--- config.mk ---
export PLATFORM = sky130hd
export DESIGN_NAME = capture_frequency_counter_flat
export DESIGN_NICKNAME = d
export VERILOG_FILES = /design/src/rtl/cfc_pkg.sv /design/src/rtl/cfc_channels.sv /design/src/rtl/cfc_divider.sv /design/src/rtl/capture_frequency_counter.sv /design/src/flat_wrapper.sv
export SDC_FILE = /design/constraint.sdc
export NUM_CORES = 1
export LEC_CHECK = 0
export ABC_AREA = 1
export BUFFER_PORTS_ARGS = -buffer_cell sky130_fd_sc_hd__buf_2
export CAP_MARGIN = 0
export CORE_MARGIN = 5
export CORE_UTILIZATION = 29
export DETAILED_ROUTE_END_ITERATION = 10
export HOLD_SLACK_MARGIN = 0.12
export SLEW_MARGIN = 40
export SYNTH_ARGS = -nofsm -noshare
export SYNTH_HDL_FRONTEND = slang
export SYNTH_SLANG_ARGS = --single-unit
--- constraint.sdc ---
create_clock -name clock -period 8 [get_ports clock]
set_input_delay 0.4 -clock clock [delete_from_list [all_inputs] [get_ports clock]]
set_output_delay 0.4 -clock clock [all_outputs]
set_load 0.005 [all_outputs]
--- src/rtl/cfc_pkg.sv ---
// Package with the constants and widths of the capture frequency counter.
`timescale 1ns / 1ps

package cfc_pkg;

   localparam int COUNTER_BITS  = 16;
   localparam int FRACTION_BITS = 8;

   localparam int CAPTURE_W   = 16;
   localparam int COUNT_W     = 16;
   localparam int MS_W        = 32;
   localparam int PERIOD_W    = 32;
   localparam int FREQ_W      = 40;
   localparam int TICK_RATE_W = 32;
   localparam int TIMEOUT_W   = 16;
   localparam int CSR_INDEX_W = 1;
   localparam int CSR_DATA_W  = 32;

   localparam int DIVIDEND_W = TICK_RATE_W + FRACTION_BITS;
   localparam int DIVISOR_W  = PERIOD_W;
   localparam int STEP_W     = $clog2(DIVIDEND_W);
   localparam int CMP_W      = (DIVIDEND_W > FREQ_W) ? DIVIDEND_W : FREQ_W;

   localparam logic FUNC_CAPTURE  = 1'b0;
   localparam logic FUNC_OVERFLOW = 1'b1;

   localparam logic [CSR_INDEX_W-1:0] CSR_TICK_RATE = CSR_INDEX_W'(0);
   localparam logic [CSR_INDEX_W-1:0] CSR_TIMEOUT   = CSR_INDEX_W'(1);

   localparam logic [TICK_RATE_W-1:0] TICK_RATE_RESET = TICK_RATE_W'(1000000);
   localparam logic [TIMEOUT_W-1:0]   TIMEOUT_RESET   = TIMEOUT_W'(100);

   typedef logic [FREQ_W-1:0]     freq_type;
   typedef logic [PERIOD_W-1:0]   period_type;
   typedef logic [DIVIDEND_W-1:0] dividend_type;
   typedef logic [DIVISOR_W-1:0]  divisor_type;

   typedef struct packed {
      logic busy;
      logic done;
   } div_status_type;

endpackage

--- src/rtl/cfc_channels.sv ---
// Valid-ready channel interfaces for events and results of the frequency counter.
`timescale 1ns / 1ps

interface cfc_req_if;
   import cfc_pkg::*;

   logic                 valid;
   logic                 ready;
   logic                 func;
   logic [CAPTURE_W-1:0] capture_value;
   logic [MS_W-1:0]      now_ms;

   modport source (output valid, func, capture_value, now_ms, input ready);
   modport sink (input valid, func, capture_value, now_ms, output ready);
endinterface

interface cfc_rsp_if;
   import cfc_pkg::*;

   logic                valid;
   logic                ready;
   logic                notify;
   logic [FREQ_W-1:0]   frequency;
   logic [PERIOD_W-1:0] period_ticks;

   modport source (output valid, notify, frequency, period_ticks, input ready);
   modport sink (input valid, notify, frequency, period_ticks, output ready);
endinterface

--- src/rtl/cfc_divider.sv ---
// Restoring divider that produces one quotient bit per cycle.
`timescale 1ns / 1ps

module cfc_divider (
   input  logic                   clock,
   input  logic                   reset,
   input  logic                   start,
   input  cfc_pkg::dividend_type  dividend,
   input  cfc_pkg::divisor_type   divisor,
   output cfc_pkg::div_status_type status,
   output cfc_pkg::dividend_type  quotient
);
   import cfc_pkg::*;

   logic                  busy_ff, busy_in;
   logic                  done_ff, done_in;
   logic [STEP_W-1:0]     step_ff, step_in;
   logic [DIVISOR_W-1:0]  rem_ff, rem_in;
   logic [DIVIDEND_W-1:0] quot_ff, quot_in;
   logic [DIVISOR_W-1:0]  divisor_ff, divisor_in;
   logic [DIVISOR_W:0]    trial;
   logic                  fits;

   always_comb begin
      trial = {rem_ff, quot_ff[DIVIDEND_W-1]};
      fits  = trial >= {1'b0, divisor_ff};
      busy_in    = busy_ff;
      done_in    = 1'b0;
      step_in    = step_ff;
      rem_in     = rem_ff;
      quot_in    = quot_ff;
      divisor_in = divisor_ff;
      if (start) begin
         busy_in    = 1'b1;
         step_in    = STEP_W'(DIVIDEND_W - 1);
         rem_in     = '0;
         quot_in    = dividend;
         divisor_in = divisor;
      end else if (busy_ff) begin
         rem_in  = fits ? DIVISOR_W'(trial - {1'b0, divisor_ff}) : trial[DIVISOR_W-1:0];
         quot_in = {quot_ff[DIVIDEND_W-2:0], fits};
         step_in = step_ff - STEP_W'(1);
         if (step_ff == '0) begin
            busy_in = 1'b0;
            done_in = 1'b1;
         end
      end
   end

   always_ff @(posedge clock) begin
      if (reset) begin
         busy_ff <= 1'b0;
         done_ff <= 1'b0;
      end else begin
         busy_ff <= busy_in;
         done_ff <= done_in;
      end
      step_ff    <= step_in;
      rem_ff     <= rem_in;
      quot_ff    <= quot_in;
      divisor_ff <= divisor_in;
   end

   assign status.busy = busy_ff;
   assign status.done = done_ff;
   assign quotient    = quot_ff;

endmodule

--- src/rtl/capture_frequency_counter.sv ---
// Top level of the reciprocal capture frequency counter.
`timescale 1ns / 1ps

// Each transaction on req_chan is a capture or an overflow event and yields exactly one
// transaction on rsp_chan. Overflow events and first captures go straight from idle to the
// emit state. A second capture runs the period through the restoring divider, which makes
// one quotient bit per cycle, and then goes on to the emit state.
// req_chan.ready is high only while no event is in progress; the result register lets the
// next event enter while an earlier result still waits to be taken. Configuration writes on
// csr_we take effect at once and are meant for idle periods.
module capture_frequency_counter (
   input logic                               clock,
   input logic                               reset,
   cfc_req_if.sink                           req_chan,
   cfc_rsp_if.source                         rsp_chan,
   input logic                               csr_we,
   input logic [cfc_pkg::CSR_INDEX_W-1:0]    csr_index,
   input logic [cfc_pkg::CSR_DATA_W-1:0]     csr_wdata
);
   import cfc_pkg::*;

   localparam logic [1:0] S_IDLE   = 2'd0;
   localparam logic [1:0] S_DIVIDE = 2'd1;
   localparam logic [1:0] S_EMIT   = 2'd2;

   logic [1:0]             state_ff, state_in;
   logic                   armed_ff, armed_in;
   logic [CAPTURE_W-1:0]   first_ff, first_in;
   logic [COUNT_W-1:0]     ovf_ff, ovf_in;
   freq_type               cur_freq_ff, cur_freq_in;
   freq_type               rep_freq_ff, rep_freq_in;
   logic [MS_W-1:0]        last_ms_ff, last_ms_in;
   period_type             last_period_ff, last_period_in;
   logic [MS_W-1:0]        now_ff, now_in;
   logic                   notify_ff, notify_in;
   logic [TICK_RATE_W-1:0] tick_rate_ff;
   logic [TIMEOUT_W-1:0]   timeout_ff;
   logic                   rsp_valid_ff, rsp_valid_in;
   logic                   rsp_notify_ff, rsp_notify_in;
   freq_type               rsp_freq_ff, rsp_freq_in;
   period_type             rsp_period_ff, rsp_period_in;

   logic                   accept;
   logic                   div_start;
   div_status_type         div_status;
   dividend_type           div_quotient;
   period_type             period_calc;
   logic [COUNT_W-1:0]     ovf_next;
   logic [CMP_W-1:0]       quot_wide;
   freq_type               freq_calc;

   cfc_divider u_divider (
      .clock    (clock),
      .reset    (reset),
      .start    (div_start),
      .dividend (DIVIDEND_W'(tick_rate_ff) << FRACTION_BITS),
      .divisor  (last_period_ff),
      .status   (div_status),
      .quotient (div_quotient)
   );

   assign accept = req_chan.valid && req_chan.ready;
   assign req_chan.ready = (state_ff == S_IDLE);

   always_comb begin
      period_calc = PERIOD_W'({ovf_ff, COUNTER_BITS'(0)})
         + PERIOD_W'(req_chan.capture_value) - PERIOD_W'(first_ff);
      ovf_next  = (ovf_ff == '1) ? ovf_ff : ovf_ff + COUNT_W'(1);
      quot_wide = CMP_W'(div_quotient);
      if (last_period_ff == '0) begin
         freq_calc = '0;
      end else if (quot_wide > CMP_W'({FREQ_W{1'b1}})) begin
         freq_calc = '1;
      end else begin
         freq_calc = FREQ_W'(quot_wide);
      end

      state_in       = state_ff;
      armed_in       = armed_ff;
      first_in       = first_ff;
      ovf_in         = ovf_ff;
      cur_freq_in    = cur_freq_ff;
      rep_freq_in    = rep_freq_ff;
      last_ms_in     = last_ms_ff;
      last_period_in = last_period_ff;
      now_in         = now_ff;
      notify_in      = notify_ff;
      div_start      = 1'b0;
      rsp_valid_in   = rsp_valid_ff && !rsp_chan.ready;
      rsp_notify_in  = rsp_notify_ff;
      rsp_freq_in    = rsp_freq_ff;
      rsp_period_in  = rsp_period_ff;

      case (state_ff)
         S_IDLE: begin
            if (accept) begin
               now_in    = req_chan.now_ms;
               notify_in = 1'b0;
               state_in  = S_EMIT;
               if (req_chan.func == FUNC_CAPTURE) begin
                  if (!armed_ff) begin
                     first_in = req_chan.capture_value;
                     ovf_in   = '0;
                     armed_in = 1'b1;
                  end else begin
                     last_period_in = period_calc;
                     armed_in       = 1'b0;
                     state_in       = S_DIVIDE;
                  end
               end else begin
                  ovf_in = ovf_next;
                  if (cur_freq_ff != '0 && COUNT_W'(ovf_next) > COUNT_W'(timeout_ff)) begin
                     last_ms_in  = req_chan.now_ms;
                     first_in    = '0;
                     cur_freq_in = '0;
                     rep_freq_in = '0;
                     notify_in   = 1'b1;
                  end
               end
            end
         end
         S_DIVIDE: begin
            div_start = !div_status.busy && !div_status.done;
            if (div_status.done) begin
               cur_freq_in = freq_calc;
               if (freq_calc != rep_freq_ff && now_ff != last_ms_ff) begin
                  last_ms_in  = now_ff;
                  rep_freq_in = freq_calc;
                  notify_in   = 1'b1;
               end
               state_in = S_EMIT;
            end
         end
         S_EMIT: begin
            if (!rsp_valid_ff || rsp_chan.ready) begin
               rsp_valid_in  = 1'b1;
               rsp_notify_in = notify_ff;
               rsp_freq_in   = cur_freq_ff;
               rsp_period_in = last_period_ff;
               state_in      = S_IDLE;
            end
         end
         default: begin
            state_in = S_IDLE;
         end
      endcase
   end

   always_ff @(posedge clock) begin
      if (reset) begin
         state_ff       <= S_IDLE;
         armed_ff       <= 1'b0;
         first_ff       <= '0;
         ovf_ff         <= '0;
         cur_freq_ff    <= '0;
         rep_freq_ff    <= '0;
         last_ms_ff     <= '0;
         last_period_ff <= '0;
         rsp_valid_ff   <= 1'b0;
         tick_rate_ff   <= TICK_RATE_RESET;
         timeout_ff     <= TIMEOUT_RESET;
      end else begin
         state_ff       <= state_in;
         armed_ff       <= armed_in;
         first_ff       <= first_in;
         ovf_ff         <= ovf_in;
         cur_freq_ff    <= cur_freq_in;
         rep_freq_ff    <= rep_freq_in;
         last_ms_ff     <= last_ms_in;
         last_period_ff <= last_period_in;
         rsp_valid_ff   <= rsp_valid_in;
         if (csr_we && csr_index == CSR_TICK_RATE) begin
            tick_rate_ff <= csr_wdata[TICK_RATE_W-1:0];
         end
         if (csr_we && csr_index == CSR_TIMEOUT) begin
            timeout_ff <= csr_wdata[TIMEOUT_W-1:0];
         end
      end
      now_ff        <= now_in;
      notify_ff     <= notify_in;
      rsp_notify_ff <= rsp_notify_in;
      rsp_freq_ff   <= rsp_freq_in;
      rsp_period_ff <= rsp_period_in;
   end

   assign rsp_chan.valid        = rsp_valid_ff;
   assign rsp_chan.notify       = rsp_notify_ff;
   assign rsp_chan.frequency    = rsp_freq_ff;
   assign rsp_chan.period_ticks = rsp_period_ff;

   a_accept_leaves_idle: assert property (@(posedge clock) disable iff (reset)
      accept |=> state_ff != S_IDLE)
      else $error("Block stayed idle after accepting a transaction.");

   a_divider_done_in_divide: assert property (@(posedge clock) disable iff (reset)
      div_status.done |-> state_ff == S_DIVIDE)
      else $error("Divider finished outside the divide state.");

   a_divider_only_in_divide: assert property (@(posedge clock) disable iff (reset)
      div_status.busy |-> state_ff == S_DIVIDE)
      else $error("Divider busy outside the divide state.");

   a_emit_loads_result: assert property (@(posedge clock) disable iff (reset)
      (state_ff == S_EMIT && !rsp_valid_ff) |=> rsp_valid_ff && state_ff == S_IDLE)
      else $error("Result was not loaded into a free output register.");

endmodule
--- src/flat_wrapper.sv ---
// flat-port wrapper written by rule: the top's interface ports become plain ports
module capture_frequency_counter_flat import cfc_pkg::*;
  (clock, reset, csr_we, csr_index, csr_wdata, req_chan_valid, req_chan_func, req_chan_capture_value, req_chan_now_ms, req_chan_ready, rsp_chan_valid, rsp_chan_notify, rsp_chan_frequency, rsp_chan_period_ticks, rsp_chan_ready);
  cfc_req_if req_chan_i ();
  cfc_rsp_if rsp_chan_i ();
  input logic clock;
  input logic reset;
  input logic csr_we;
  input logic [cfc_pkg::CSR_INDEX_W-1:0] csr_index;
  input logic [cfc_pkg::CSR_DATA_W-1:0] csr_wdata;
  input wire logic [$bits(req_chan_i.valid)-1:0] req_chan_valid;
  input wire logic [$bits(req_chan_i.func)-1:0] req_chan_func;
  input wire logic [$bits(req_chan_i.capture_value)-1:0] req_chan_capture_value;
  input wire logic [$bits(req_chan_i.now_ms)-1:0] req_chan_now_ms;
  output wire logic [$bits(req_chan_i.ready)-1:0] req_chan_ready;
  output wire logic [$bits(rsp_chan_i.valid)-1:0] rsp_chan_valid;
  output wire logic [$bits(rsp_chan_i.notify)-1:0] rsp_chan_notify;
  output wire logic [$bits(rsp_chan_i.frequency)-1:0] rsp_chan_frequency;
  output wire logic [$bits(rsp_chan_i.period_ticks)-1:0] rsp_chan_period_ticks;
  input wire logic [$bits(rsp_chan_i.ready)-1:0] rsp_chan_ready;
  assign req_chan_i.valid = req_chan_valid;
  assign req_chan_i.func = req_chan_func;
  assign req_chan_i.capture_value = req_chan_capture_value;
  assign req_chan_i.now_ms = req_chan_now_ms;
  assign req_chan_ready = req_chan_i.ready;
  assign rsp_chan_valid = rsp_chan_i.valid;
  assign rsp_chan_notify = rsp_chan_i.notify;
  assign rsp_chan_frequency = rsp_chan_i.frequency;
  assign rsp_chan_period_ticks = rsp_chan_i.period_ticks;
  assign rsp_chan_i.ready = rsp_chan_ready;
  capture_frequency_counter u_core (.clock(clock), .reset(reset), .req_chan(req_chan_i), .rsp_chan(rsp_chan_i), .csr_we(csr_we), .csr_index(csr_index), .csr_wdata(csr_wdata));
endmodule
======== Word-level counts from Yosys, hierarchy flattened ========
Index checks and enable logic that the tools add are counted.
operators by class
  $add $sub $neg .......................... 5
  $lt $le $gt $ge ......................... 3
  equality and inequality tests ........... 13
  multiplexer cells ....................... 45
  bitwise gates (word level) .............. 3
  reduce and logical (&&, ||, !) cells .... 29
operators by type and width
  cell                                                   number
  2-to-1 mux 40 bit                                      10
  2-to-1 mux 32 bit                                      6
  case mux 40 bit (2 select lines)                       2
  2-to-1 mux 16 bit                                      6
  case mux 32 bit (2 select lines)                       1
  greater-than comparator 40 bit, second input constant  1
  inequality test 40 bit                                 1
  nonzero test 40 bit                                    1
  >= comparator 33 x 32 -> 1 bit                         1
  adder 32 x 16 -> 32 bit                                1
  zero test 32 bit                                       1
  inequality test 32 bit                                 1
  subtractor 32 x 16 -> 32 bit                           1
  subtractor 32 bit                                      1
  adder 16 x 1 -> 16 bit, second input constant          1
  == test 16 bit, second input constant                  1
  greater-than comparator 16 bit                         1
  2-to-1 mux 1 bit                                       13
  AND reduction 4 bit                                    3
  2-to-1 mux 2 bit                                       5
  inequality test 2 bit, second input constant           5
  AND reduction 3 bit                                    3
  logical AND 1 bit                                      7
  zero test 6 bit                                        1
  other kinds (15)                                       24
storage, ports and cells
  register bits ........................... 446
  input bits .............................. 87
  output and inout port bits .............. 75
  logic and storage cells ................. 121

======== Logic depth before layout (Yosys ltp) ========
Gate-level depths: netlist (run 1).
  word-level depth ........................ 8
  depth in mapped cells ................... 27
  depth with buffers taken out ............ 25

======== By module ========
From an unflattened synthesis (run 1), not the netlist that was laid out.
second synthesis, totals
  cells, all modules ...................... 3,069
  area total of the unflattened synthesis .. 22,661.7 sq um
by module, submodules not included
  module                     times used  cells each  area each (sq um)  seq. area each (sq um)
  capture_frequency_counter  1           2,028       15,501.1           7,747.4
  cfc_divider                1           1,041       7,160.6            2,962.8

======== Least setup slack after synthesis (run 1) ========
Ideal clock, no wire load.
  path type ............................... register to register
  start point ............................. reg u_core.state_ff[0]
  end point ............................... reg u_core.rsp_freq_ff[0], in the netlist u_core.rsp_chan.frequency[0] (enable)
  library setup time ...................... 0.594 ns
  data arrival time ....................... 5.423 ns
  required time ........................... 7.406 ns
  slack ................................... 1.983 ns
  cell stages (with the launch flop) ...... 3
  buffers on the path ..................... 1
  clock period less this slack ............ 6.017 ns
  path through ............................ dfxtp_1 -> buf_2 -> nor3_1
between the ends
  cells in the longest elaborated chain, start to end .. 2
ends and longest elaborated chain
  what                                  line                              source
  start, declared                       capture_frequency_counter.sv:26   logic [1:0] state_ff, state_in;
  start signal, assigned                capture_frequency_counter.sv:163  state_ff <= state_in;
  == test 2 bit                         capture_frequency_counter.sv:94   case (state_ff)
  AND reduction 2 bit (no source line)  --
  end signal, assigned                  capture_frequency_counter.sv:182  rsp_freq_ff <= rsp_freq_in;
  end, declared                         capture_frequency_counter.sv:40   freq_type rsp_freq_ff, rsp_freq_in;
Every way passes these cells.
A chain may end at the register's enable or synchronous reset.

======== Final worst setup path (run 1) ========
  start point ............................. reg u_core.ovf_ff[0]
  end point ............................... reg u_core.cur_freq_ff[4]
between the ends
  cells in the longest elaborated chain, start to end .. 6
  elaborated cells on any way between the ends .. 7
  classes of those cells .................. add/sub (1); order compare (1); eq/ne (2); mux (1); reduce/logical (2)
ends and longest elaborated chain
  what                                                      line                              source
  start, declared                                           capture_frequency_counter.sv:29   logic [COUNT_W-1:0] ovf_ff, ovf_in;
  start signal, assigned                                    capture_frequency_counter.sv:166  ovf_ff <= ovf_in;
  adder 16 x 1 -> 16 bit or == test 16 bit (tied branches)  capture_frequency_counter.sv:68   ovf_next = (ovf_ff == '1) ? ovf_ff : ovf_ff + COUNT_W'(1);
  2-to-1 mux 16 bit (*)                                     capture_frequency_counter.sv:68
  greater-than comparator 16 bit (*)                        capture_frequency_counter.sv:112  if (cur_freq_ff != '0 && COUNT_W'(ovf_next) > COUNT_W'(timeout_ff)) begin
  logical AND 1 bit (*)                                     capture_frequency_counter.sv:112
  inequality test 2 bit (no source line) (*)                --
  AND reduction 5 bit (no source line) (*)                  --
  end signal, assigned                                      capture_frequency_counter.sv:167  cur_freq_ff <= cur_freq_in;
  end, declared                                             capture_frequency_counter.sv:30   freq_type cur_freq_ff, cur_freq_in;
Every way passes the cells marked *; elsewhere a longest branch is shown, timed or not.

==> results_tabular.tex, run 1 <==
\begin{tabular}{lr}
\hline
Metric & Value \\
\hline
\multicolumn{2}{l}{\textbf{Finish}} \\
Sequential Area & 10600 um\^{}2 \\
Layout cells sized above 1 & 9.59\% \\
Commonest cells after routing, fill and taps aside & 643 x nand2\_1, 432 x nor2\_1, 318 x inv\_1 \\
Filler Cells Inserted & $\sim$7800 \\
Number of standard cells in the layout, taps in and fillers out & 4005 \\
Area growth from synthesis to final layout & 19.1\% \\
Count of nets after finishing & 3150 \\
Area of the multi-input gates & 9530 um\^{}2 \\
Commonest non-fill, non-tap cell in the layout & nand2\_1 \\
\multicolumn{2}{l}{\textbf{Clock network}} \\
Count of hold-fix buffers inserted at cts & 65 \\
Number of resized instances in the post-cts repair step & 0 \\
Clock tree from TritonCTS & done \\
Total number of clock tree sinks & 446 \\
Source-to-sink clock delay at the later pin of the worst-skew pair & 610 ps \\
Register clock-pin slew on the reported worst setup and hold paths & 60 ps \\
CTS Buf Count & 48 \\
Root cell of the clock tree & clkbuf\_16 \\
Post-CTS setup buffer count & 0 \\
Buffer depth of the longest clock path & 3 \\
Number of levels the H-tree was split into & 2 \\
\multicolumn{2}{l}{\textbf{STA}} \\
Unrepaired setup endpoints after global routing & false \\
Final period demand of the worst path & about 5000 ps \\
Final setup TNS & 0 ps \\
Transition time at the pin with the least slew margin & $\sim$800 ps \\
Worst slew margin relative to its limit & 45.6\% \\
Skew final & approximately 41 ps \\
Number of setup violations in the final report & 0 \\
Crit share post-route & 62.2\% \\
Pins Over Slew Limit & 0 \\
Hold violation total from the final report & 0 \\
Peak Freq & 201 MHz \\
\multicolumn{2}{l}{\textbf{Synth}} \\
Synthesized area divided by synthesized cell count & around 7.8 um\^{}2 \\
Post-synthesis simple-gate area fraction & between 20\% and 30\% \\
Post-synthesis mux area share & 0\% \\
Syn nets & 2974 \\
Count of distinct cell types in the synthesized netlist & 44 \\
Top flip-flop cell by instance count after synthesis & dfxtp\_1 \\
Largest family of logic cells by synthesized area & simple AND/OR/NAND/NOR gates \\
FF+latch count, synth & 446 \\
Netlist Area Pre-Place & 21900 um\^{}2 \\
Post-synthesis adder-cell area fraction & approximately 4.1\% \\
Compound-Gate Fraction of Synth Area & 12.0\% \\
Number of enable-type register cells in the synthesized netlist & between 150 and 200 \\
Xor/xnor cell area share of the yosys netlist & approximately 3.2\% \\
Sequential element share of the synthesized area & 48.6\% \\
Ys Warns & 0 \\
Asr flop ratio synth & 0\% \\
Post-synthesis cell count & 2817 \\
\multicolumn{2}{l}{\textbf{Power and ir drop}} \\
Power per cell area & 213 nW/um\^{}2 \\
Design Power & 5.55 mW \\
Net switching share of the total power & between 20\% and 30\% \\
Portion of total power attributed to combinational logic & 10.8\% \\
Sequential share of power & between 40\% and 50\% \\
Largest voltage drop on the vdd net & about 0.18 mV \\
Clock network power share & a little over two fifths \\
Standby leakage power & 11.5 nW \\
Internal power & 4.12 mW \\
Switching power of the nets & 1.43 mW \\
\multicolumn{2}{l}{\textbf{Global route}} \\
Global-route wire length before repair & 96300 um \\
Via count of the first global-routing pass & 17200 \\
Initial antenna violation count & 4 \\
Congestion Overflow GR & 0 \\
GRT Total Usage & 14.5\% \\
Largest net degree at the start of global routing & between 90 and 100 \\
\multicolumn{2}{l}{\textbf{Run status}} \\
Outcome & completed \\
\multicolumn{2}{l}{\textbf{Routing}} \\
First-iteration detailed-routing DRC count & around 1300 \\
Residual DRC count & 0 \\
Post-detailed-route via-to-cell ratio & between 4 and 5 \\
Total number of vias & 18400 \\
First-pass iteration count of the detailed router & 5 \\
Wire length per cell after detailed routing & 15.3 um \\
Final Routed Wirelength & 61200 um \\
Antenna Nets Post-Route & 0 \\
\multicolumn{2}{l}{\textbf{Die}} \\
Die height & around 280 um \\
Placeable core area & 74600 um\^{}2 \\
Number of placed I/O pins & 162 \\
Full die area & 81000 um\^{}2 \\
Starting Density & 29.3\% \\
Die width & between 200 and 300 um \\
Placement Rows & 100 \\
\multicolumn{2}{l}{\textbf{Critical path}} \\
Critical path class & reg2reg \\
CP arrival & 5450 ps \\
Type of element capturing the critical path & flop \\
Sort of element at the start of the critical path & flop \\
Worst endpoint required time & 8480 ps \\
Total buffers and inverters traversed by the critical path & 8 \\
Worst-case reg-to-reg path depth & 25 \\
Kind of cell with the highest combined delay on the critical path & simple AND/OR/NAND/NOR gates \\
Path length in cells of the critical path & 25 \\
Crit-path max FO & 36 \\
Critical Path Slowest Stage Cell & a21oi\_4 \\
Peak per-stage delay on the critical path & 450 ps \\
\multicolumn{2}{l}{\textbf{Placement}} \\
Port Buf Inserts & $\sim$160 \\
Post-detail-place hpwl & 42800 um \\
Final weighted congestion in routability-driven placement & 0.899 \\
Number of cells after detailed placement & 3844 \\
\multicolumn{2}{l}{\textbf{Worst hold path}} \\
Hold Crit Depth & 3 \\
Worst hold path type & in2reg \\
\multicolumn{2}{l}{\textbf{Job}} \\
Max-cap check violation count & 0 \\
\hline
\end{tabular}
-- logic make-up (layout without fill, tap and decap cells) --
group | Yosys count | in the layout
compound gates | 485 | 485
xor+xnor | 79 | 79
fa+ha+maj | 70 | 70
buf+inv | 451 | 667
flops | 446 | 446
other cells | 0 | 3
simple gates | 1286 | 1286
-- state kept, by name (all words and copies together) (netlist names), 2 cells and up --
register                      flops
u_core.cur_freq_ff               40
u_core.rep_freq_ff               40
u_core.rsp_chan.frequency        40
u_core.u_divider.quotient        40
u_core.last_ms_ff                32
u_core.last_period_ff            32
u_core.now_ff                    32
u_core.rsp_chan.period_ticks     32
u_core.tick_rate_ff              32
u_core.u_divider.divisor_ff      32
u_core.u_divider.rem_ff          32
u_core.first_ff                  16
u_core.ovf_ff                    16
u_core.timeout_ff                16
u_core.u_divider.step_ff          6
u_core.state_ff                   2
-- per-stage QoR --
step                instance area, um^2  util (%)  worst slack, ps  hold slack, ps
detailed placement                23600      31.6             2930             444
floorplan                         21900         -             1980             400
finish                            26100      34.9             3020             160
global placement                  23500      31.6             3110             443
CTS                               26000      34.9             2900             127
global route                      26100      34.9             2490             156
-- layout make-up --
type | count | area share [%]
antenna | 3 | 0.0288
tap | 969 | 4.65
clock buffer | 67 | 5.47
clock inverter | 23 | 1.29
inverter | 327 | 4.72
timing repair buffer | 250 | 6.46
sequential | 446 | 40.8
multi-input combinational | 1920 | 36.6
-- final timing paths --
check / startpoint / end / slack, ps
setup / recovery: u_core.ovf_ff[0]$_SDFFE_PP0P_ / u_core.cur_freq_ff[4]$_SDFFE_PP0P_ / 3020
hold / removal: req_chan_capture_value[3] / u_core.first_ff[3]$_SDFFE_PP0P_ / 160
setup reg to reg: u_core.ovf_ff[0]$_SDFFE_PP0P_ / u_core.cur_freq_ff[4]$_SDFFE_PP0P_ / 3020
hold reg to reg: u_core.last_period_ff[24]$_SDFFE_PP0P_ / u_core.u_divider.divisor_ff[24]$_DFFE_PP_ / 450
-- worst register-to-register path, stage by stage (launching register included) --
cell	delay, ps
dfxtp_1	400
inv_1	130
nor3_1	200
inv_1	90
nor2_1	140
inv_1	70
nor3_1	200
inv_1	90
nor2_1	140
nand3_1	130
nor2_1	230
nand3_1	100
a32oi_1	220
ha_1	300
nand4_1	100
inv_1	70
nand2_1	60
nor4_1	40
nor3_1	300
nand2_1	200
a21oi_4	450
buf_8	240
buf_4	360
inv_2	320
nor2_1	230
nor2_1	60
-- power by group through the flow --
stage	Combinational, mW	Sequential (mW)	Clock (mW)
after floorplan	0.401	2.54	0
after global placement	0.568	2.56	0
after detailed placement	0.574	2.56	0
after CTS	0.604	2.51	2.50
after global routing	0.680	2.52	2.59
final	0.598	2.51	2.44
-- per-layer routing --
metal  track usage (%)  routed length (um)  vias up  share of wire (%)
li1                  -                   -     9518                  -
met1              20.3               29800     8464                 49
met2              23.2               27200      357                 44
met3              2.21                2490       94                4.1
met4              4.36                1710        0                2.8
met5                 0                   0        -                  0
-- synth_stat cells, types with 2 or more instances --
library cell  instances  area share (%)
a31oi_1              10            0.29
fa_1                  2            0.18
o21bai_1              7            0.24
o211ai_1             14            0.48
o21a_1                4            0.14
nor4_1               20            0.57
buf_2                11            0.25
xnor2_1              34             1.4
o2111ai_1             3            0.12
ha_1                 68             3.9
nand3b_1             42             1.4
inv_1               320             5.5
a221oi_1              4            0.16
a21boi_0              3            0.10
buf_1                15            0.26
nor2_2                2           0.057
buf_6                 7            0.36
inv_2                 2           0.034
a21o_1                5            0.17
buf_4                 3            0.10
o221ai_1              3            0.12
nor2_1              437             7.5
nand2_1             646              11
a21oi_1             207             4.7
a211oi_1             16            0.55
nor3_1               20            0.46
dfxtp_1             276              25
and3_1                3           0.086
clkinv_1              5           0.086
a22oi_1               8            0.27
clkbuf_1             88             1.5
or2_2                 6            0.17
nand4_1              18            0.51
o21ai_0             197             4.5
xor2_1               45             1.8
nand3_1              89             2.0
edfxtp_1            170              23
Note: power is estimated with default switching activity, not from simulation.
==> inputs of run 2 (changes only) <==
==> constraint.sdc (replaced) <==
create_clock -name clock -period 4.4 [get_ports clock]
set_input_delay 0.22 -clock clock [delete_from_list [all_inputs] [get_ports clock]]
set_output_delay 0.22 -clock clock [all_outputs]
set_load 0.005 [all_outputs]
==> run 2 against run 1 <==
Critical path depth did not move. Critical path type unchanged. Global-route usage up 0.30 points. Die area unchanged. Power up 78%. Cell area increased by 0.78%. Hold slack improved by 38 ps. Sequential share of layout area down 0.32 points. Sequential power increased by 82%.
==> results_tabular.tex, run 2 (same netlist as run 1, synthesis figures left out) <==
\begin{tabular}{lr}
\hline
Metric & Value \\
\hline
\multicolumn{2}{l}{\textbf{Clock network}} \\
Post-CTS setup buffer count & 0 (unchanged) \\
Clock tree from TritonCTS & done \\
Root cell of the clock tree & clkbuf\_16 \\
CTS Buf Count & 48 (unchanged) \\
Register clock-pin slew on the reported worst setup and hold paths & 60 ps (about the same) \\
Source-to-sink clock delay at the later pin of the worst-skew pair & 600 ps (about the same) \\
Buffer depth of the longest clock path & 3 (unchanged) \\
Number of levels the H-tree was split into & 2 (unchanged) \\
Total number of clock tree sinks & 446 (unchanged) \\
\multicolumn{2}{l}{\textbf{Critical path}} \\
CP arrival & 4400 ps (-1050 ps) \\
Crit-path max FO & 26 (-28\%) \\
Critical Path Slowest Stage Cell & dfxtp\_1 \\
Critical path class & reg2reg \\
Kind of cell with the highest combined delay on the critical path & simple AND/OR/NAND/NOR gates \\
Sort of element at the start of the critical path & flop \\
Most frequent cell on the critical path & inv\_1 \\
Type of element capturing the critical path & flop \\
Peak per-stage delay on the critical path & 440 ps (about the same) \\
Total buffers and inverters traversed by the critical path & 7 (-1) \\
Worst endpoint required time & 4890 ps (-3590 ps) \\
\multicolumn{2}{l}{\textbf{Placement}} \\
Final weighted congestion in routability-driven placement & 0.915 (+1.8\%) \\
Port Buf Inserts & 161 (unchanged) \\
Post-detail-place hpwl & 43600 um (+1.8\%) \\
Setup WS pre-CTS & 276 ps (-2660 ps) \\
\multicolumn{2}{l}{\textbf{Finish}} \\
Share of the core filled with cells in the final layout & 35.2\% (+0.27 points) \\
Commonest non-fill, non-tap cell in the layout & nand2\_1 \\
Area growth from synthesis to final layout & 20.1\% \\
Count of nets after finishing & 3179 (+0.92\%) \\
Layout cells sized above 1 & 9.60\% (about the same) \\
Commonest cells after routing, fill and taps aside & 643 x nand2\_1, 431 x nor2\_1, 318 x inv\_1 \\
\multicolumn{2}{l}{\textbf{Routing}} \\
Final Routed Wirelength & 61700 um (+0.88\%) \\
Residual DRC count & 0 (unchanged) \\
First-pass iteration count of the detailed router & 5 (unchanged) \\
Post-detailed-route via-to-cell ratio & 4.58 (-0.40\%) \\
Total number of vias & 18500 (+0.27\%) \\
First-iteration detailed-routing DRC count & 1287 (-0.54\%) \\
Antenna Nets Post-Route & 0 (unchanged) \\
Wire length per cell after detailed routing & 15.3 um (+0.21\%) \\
\multicolumn{2}{l}{\textbf{Global route}} \\
GRT Total Usage & 14.8\% (+0.30 points) \\
Congestion Overflow GR & 0 (unchanged) \\
Initial antenna violation count & 3 (-1) \\
Global-route wire length before repair & 98700 um (+2.4\%) \\
Via count of the first global-routing pass & 17600 (+2.2\%) \\
Largest net degree at the start of global routing & 93 (-1.1\%) \\
\multicolumn{2}{l}{\textbf{Die}} \\
Placement Rows & 100 (unchanged) \\
Placeable core area & 74600 um\^{}2 (unchanged) \\
Starting Density & 29.3\% (unchanged) \\
Full die area & 81000 um\^{}2 (unchanged) \\
Number of placed I/O pins & 162 (unchanged) \\
Die width & 285 um (unchanged) \\
Die height & 285 um (unchanged) \\
\multicolumn{2}{l}{\textbf{Power and ir drop}} \\
Power per cell area & 377 nW/um\^{}2 (+77\%) \\
Clock network power share & 42.7\% (-1.3 points) \\
Sequential share of power & 46.1\% (+0.9 points) \\
Largest voltage drop on the vdd net & 0.259 mV (+44\%) \\
Portion of total power attributed to combinational logic & 11.2\% (+0.4 points) \\
Net switching share of the total power & 25.9\% (+0.081 points) \\
Switching power of the nets & 2.56 mW (+79\%) \\
Internal power & 7.34 mW (+78\%) \\
Standby leakage power & 11.6 nW (+0.72\%) \\
Design Power & 9.90 mW (+78\%) \\
\multicolumn{2}{l}{\textbf{Worst hold path}} \\
Worst hold path type & in2reg \\
\multicolumn{2}{l}{\textbf{Job}} \\
Max-cap check violation count & 0 (unchanged) \\
\multicolumn{2}{l}{\textbf{STA}} \\
Number of setup violations in the final report & 0 (unchanged) \\
Transition time at the pin with the least slew margin & 815 ps (+4.85 ps) \\
Skew final & 33.7 ps (-7.02 ps) \\
Setup WS post-layout & 489 ps (-2530 ps) \\
Peak Freq & 256 MHz (+27\%) \\
Crit share post-route & 88.9\% (+27 points) \\
Worst slew margin relative to its limit & 45.6\% (+0.092 points) \\
Hold violation total from the final report & 0 (unchanged) \\
Pins Over Slew Limit & 0 (unchanged) \\
Final setup TNS & 0 ps (unchanged) \\
Final period demand of the worst path & 3910 ps (-1070 ps) \\
\multicolumn{2}{l}{\textbf{Run status}} \\
Outcome & completed \\
\hline
\end{tabular}
[run 2: worst paths after layout]
check / startpoint / end / slack [ps] / cells past startpoint
worst min-delay path: csr_index / u_core.tick_rate_ff[9]$_SDFFE_PP1P_ / 200 / 5
worst max-delay path: u_core.ovf_ff[2]$_SDFFE_PP0P_ / u_core.rep_freq_ff[21]$_SDFFE_PP0P_ / 490 / 25
worst min register to register: u_core.cur_freq_ff[5]$_SDFFE_PP0P_ / u_core.rsp_chan.frequency[5]$_DFFE_PP_ / 460 / 0
worst max register to register: u_core.ovf_ff[2]$_SDFFE_PP0P_ / u_core.rep_freq_ff[21]$_SDFFE_PP0P_ / 490 / 25
[run 2: power by group through the flow]
stage	sequential [mW]	combinational [mW]	clock (mW)
after floorplan	4.62	0.729	0
after global placement	4.65	1.05	0
after detailed placement	4.65	1.06	0
after CTS	4.57	1.12	4.34
after global routing	4.58	1.26	4.50
final	4.56	1.11	4.23
[run 2: repair_timing]
action,CTS,global route
hold endpoints to repair,134,0
hold buffers,82,0
gates resized for setup,0,6
setup endpoints to repair,0,105
[run 2: cell type report]
type,count,area (um^2)
Antenna cell,1,2.50
Fill cell,7778,48300
Clock buffer,66,1320
Timing Repair Buffer,279,1990
Clock inverter,24,324
Multi-Input combinational cell,1920,9540
Tap cell,969,1210
Inverter,327,1230
Sequential cell,446,10600
[run 2: routing by layer]
metal	up-vias	routed length [um]	part of all wire, %	track usage (%)
met1	8478	29900	48	20.7
met4	2	1210	2.0	3.49
li1	9561	-	-	-
met2	360	28000	45	24.2
met3	82	2550	4.1	2.23
met5	-	13	0.021	0
[run 2: worst register-to-register path: cells and delay by family, from the launching register on]
| family | cells | cell delay [ps] |
|---|---|---|
| AND/OR/NAND/NOR | 15 | 1810 |
| buffers and inverters | 7 | 850 |
| flip-flops | 1 | 440 |
| AO/OA/AOI/OAI | 2 | 420 |
| adder cells (fa/ha/maj) | 1 | 300 |
[run 2: per-stage QoR]
stage	cell area [um^2]	std cells	hold WS, ps
CTS	26200	4031	161
floorplan	21900	2817	319
global route	26300	4031	208
global placement	23800	3859	412
detailed placement	23800	3859	415
finish	26300	4032	198
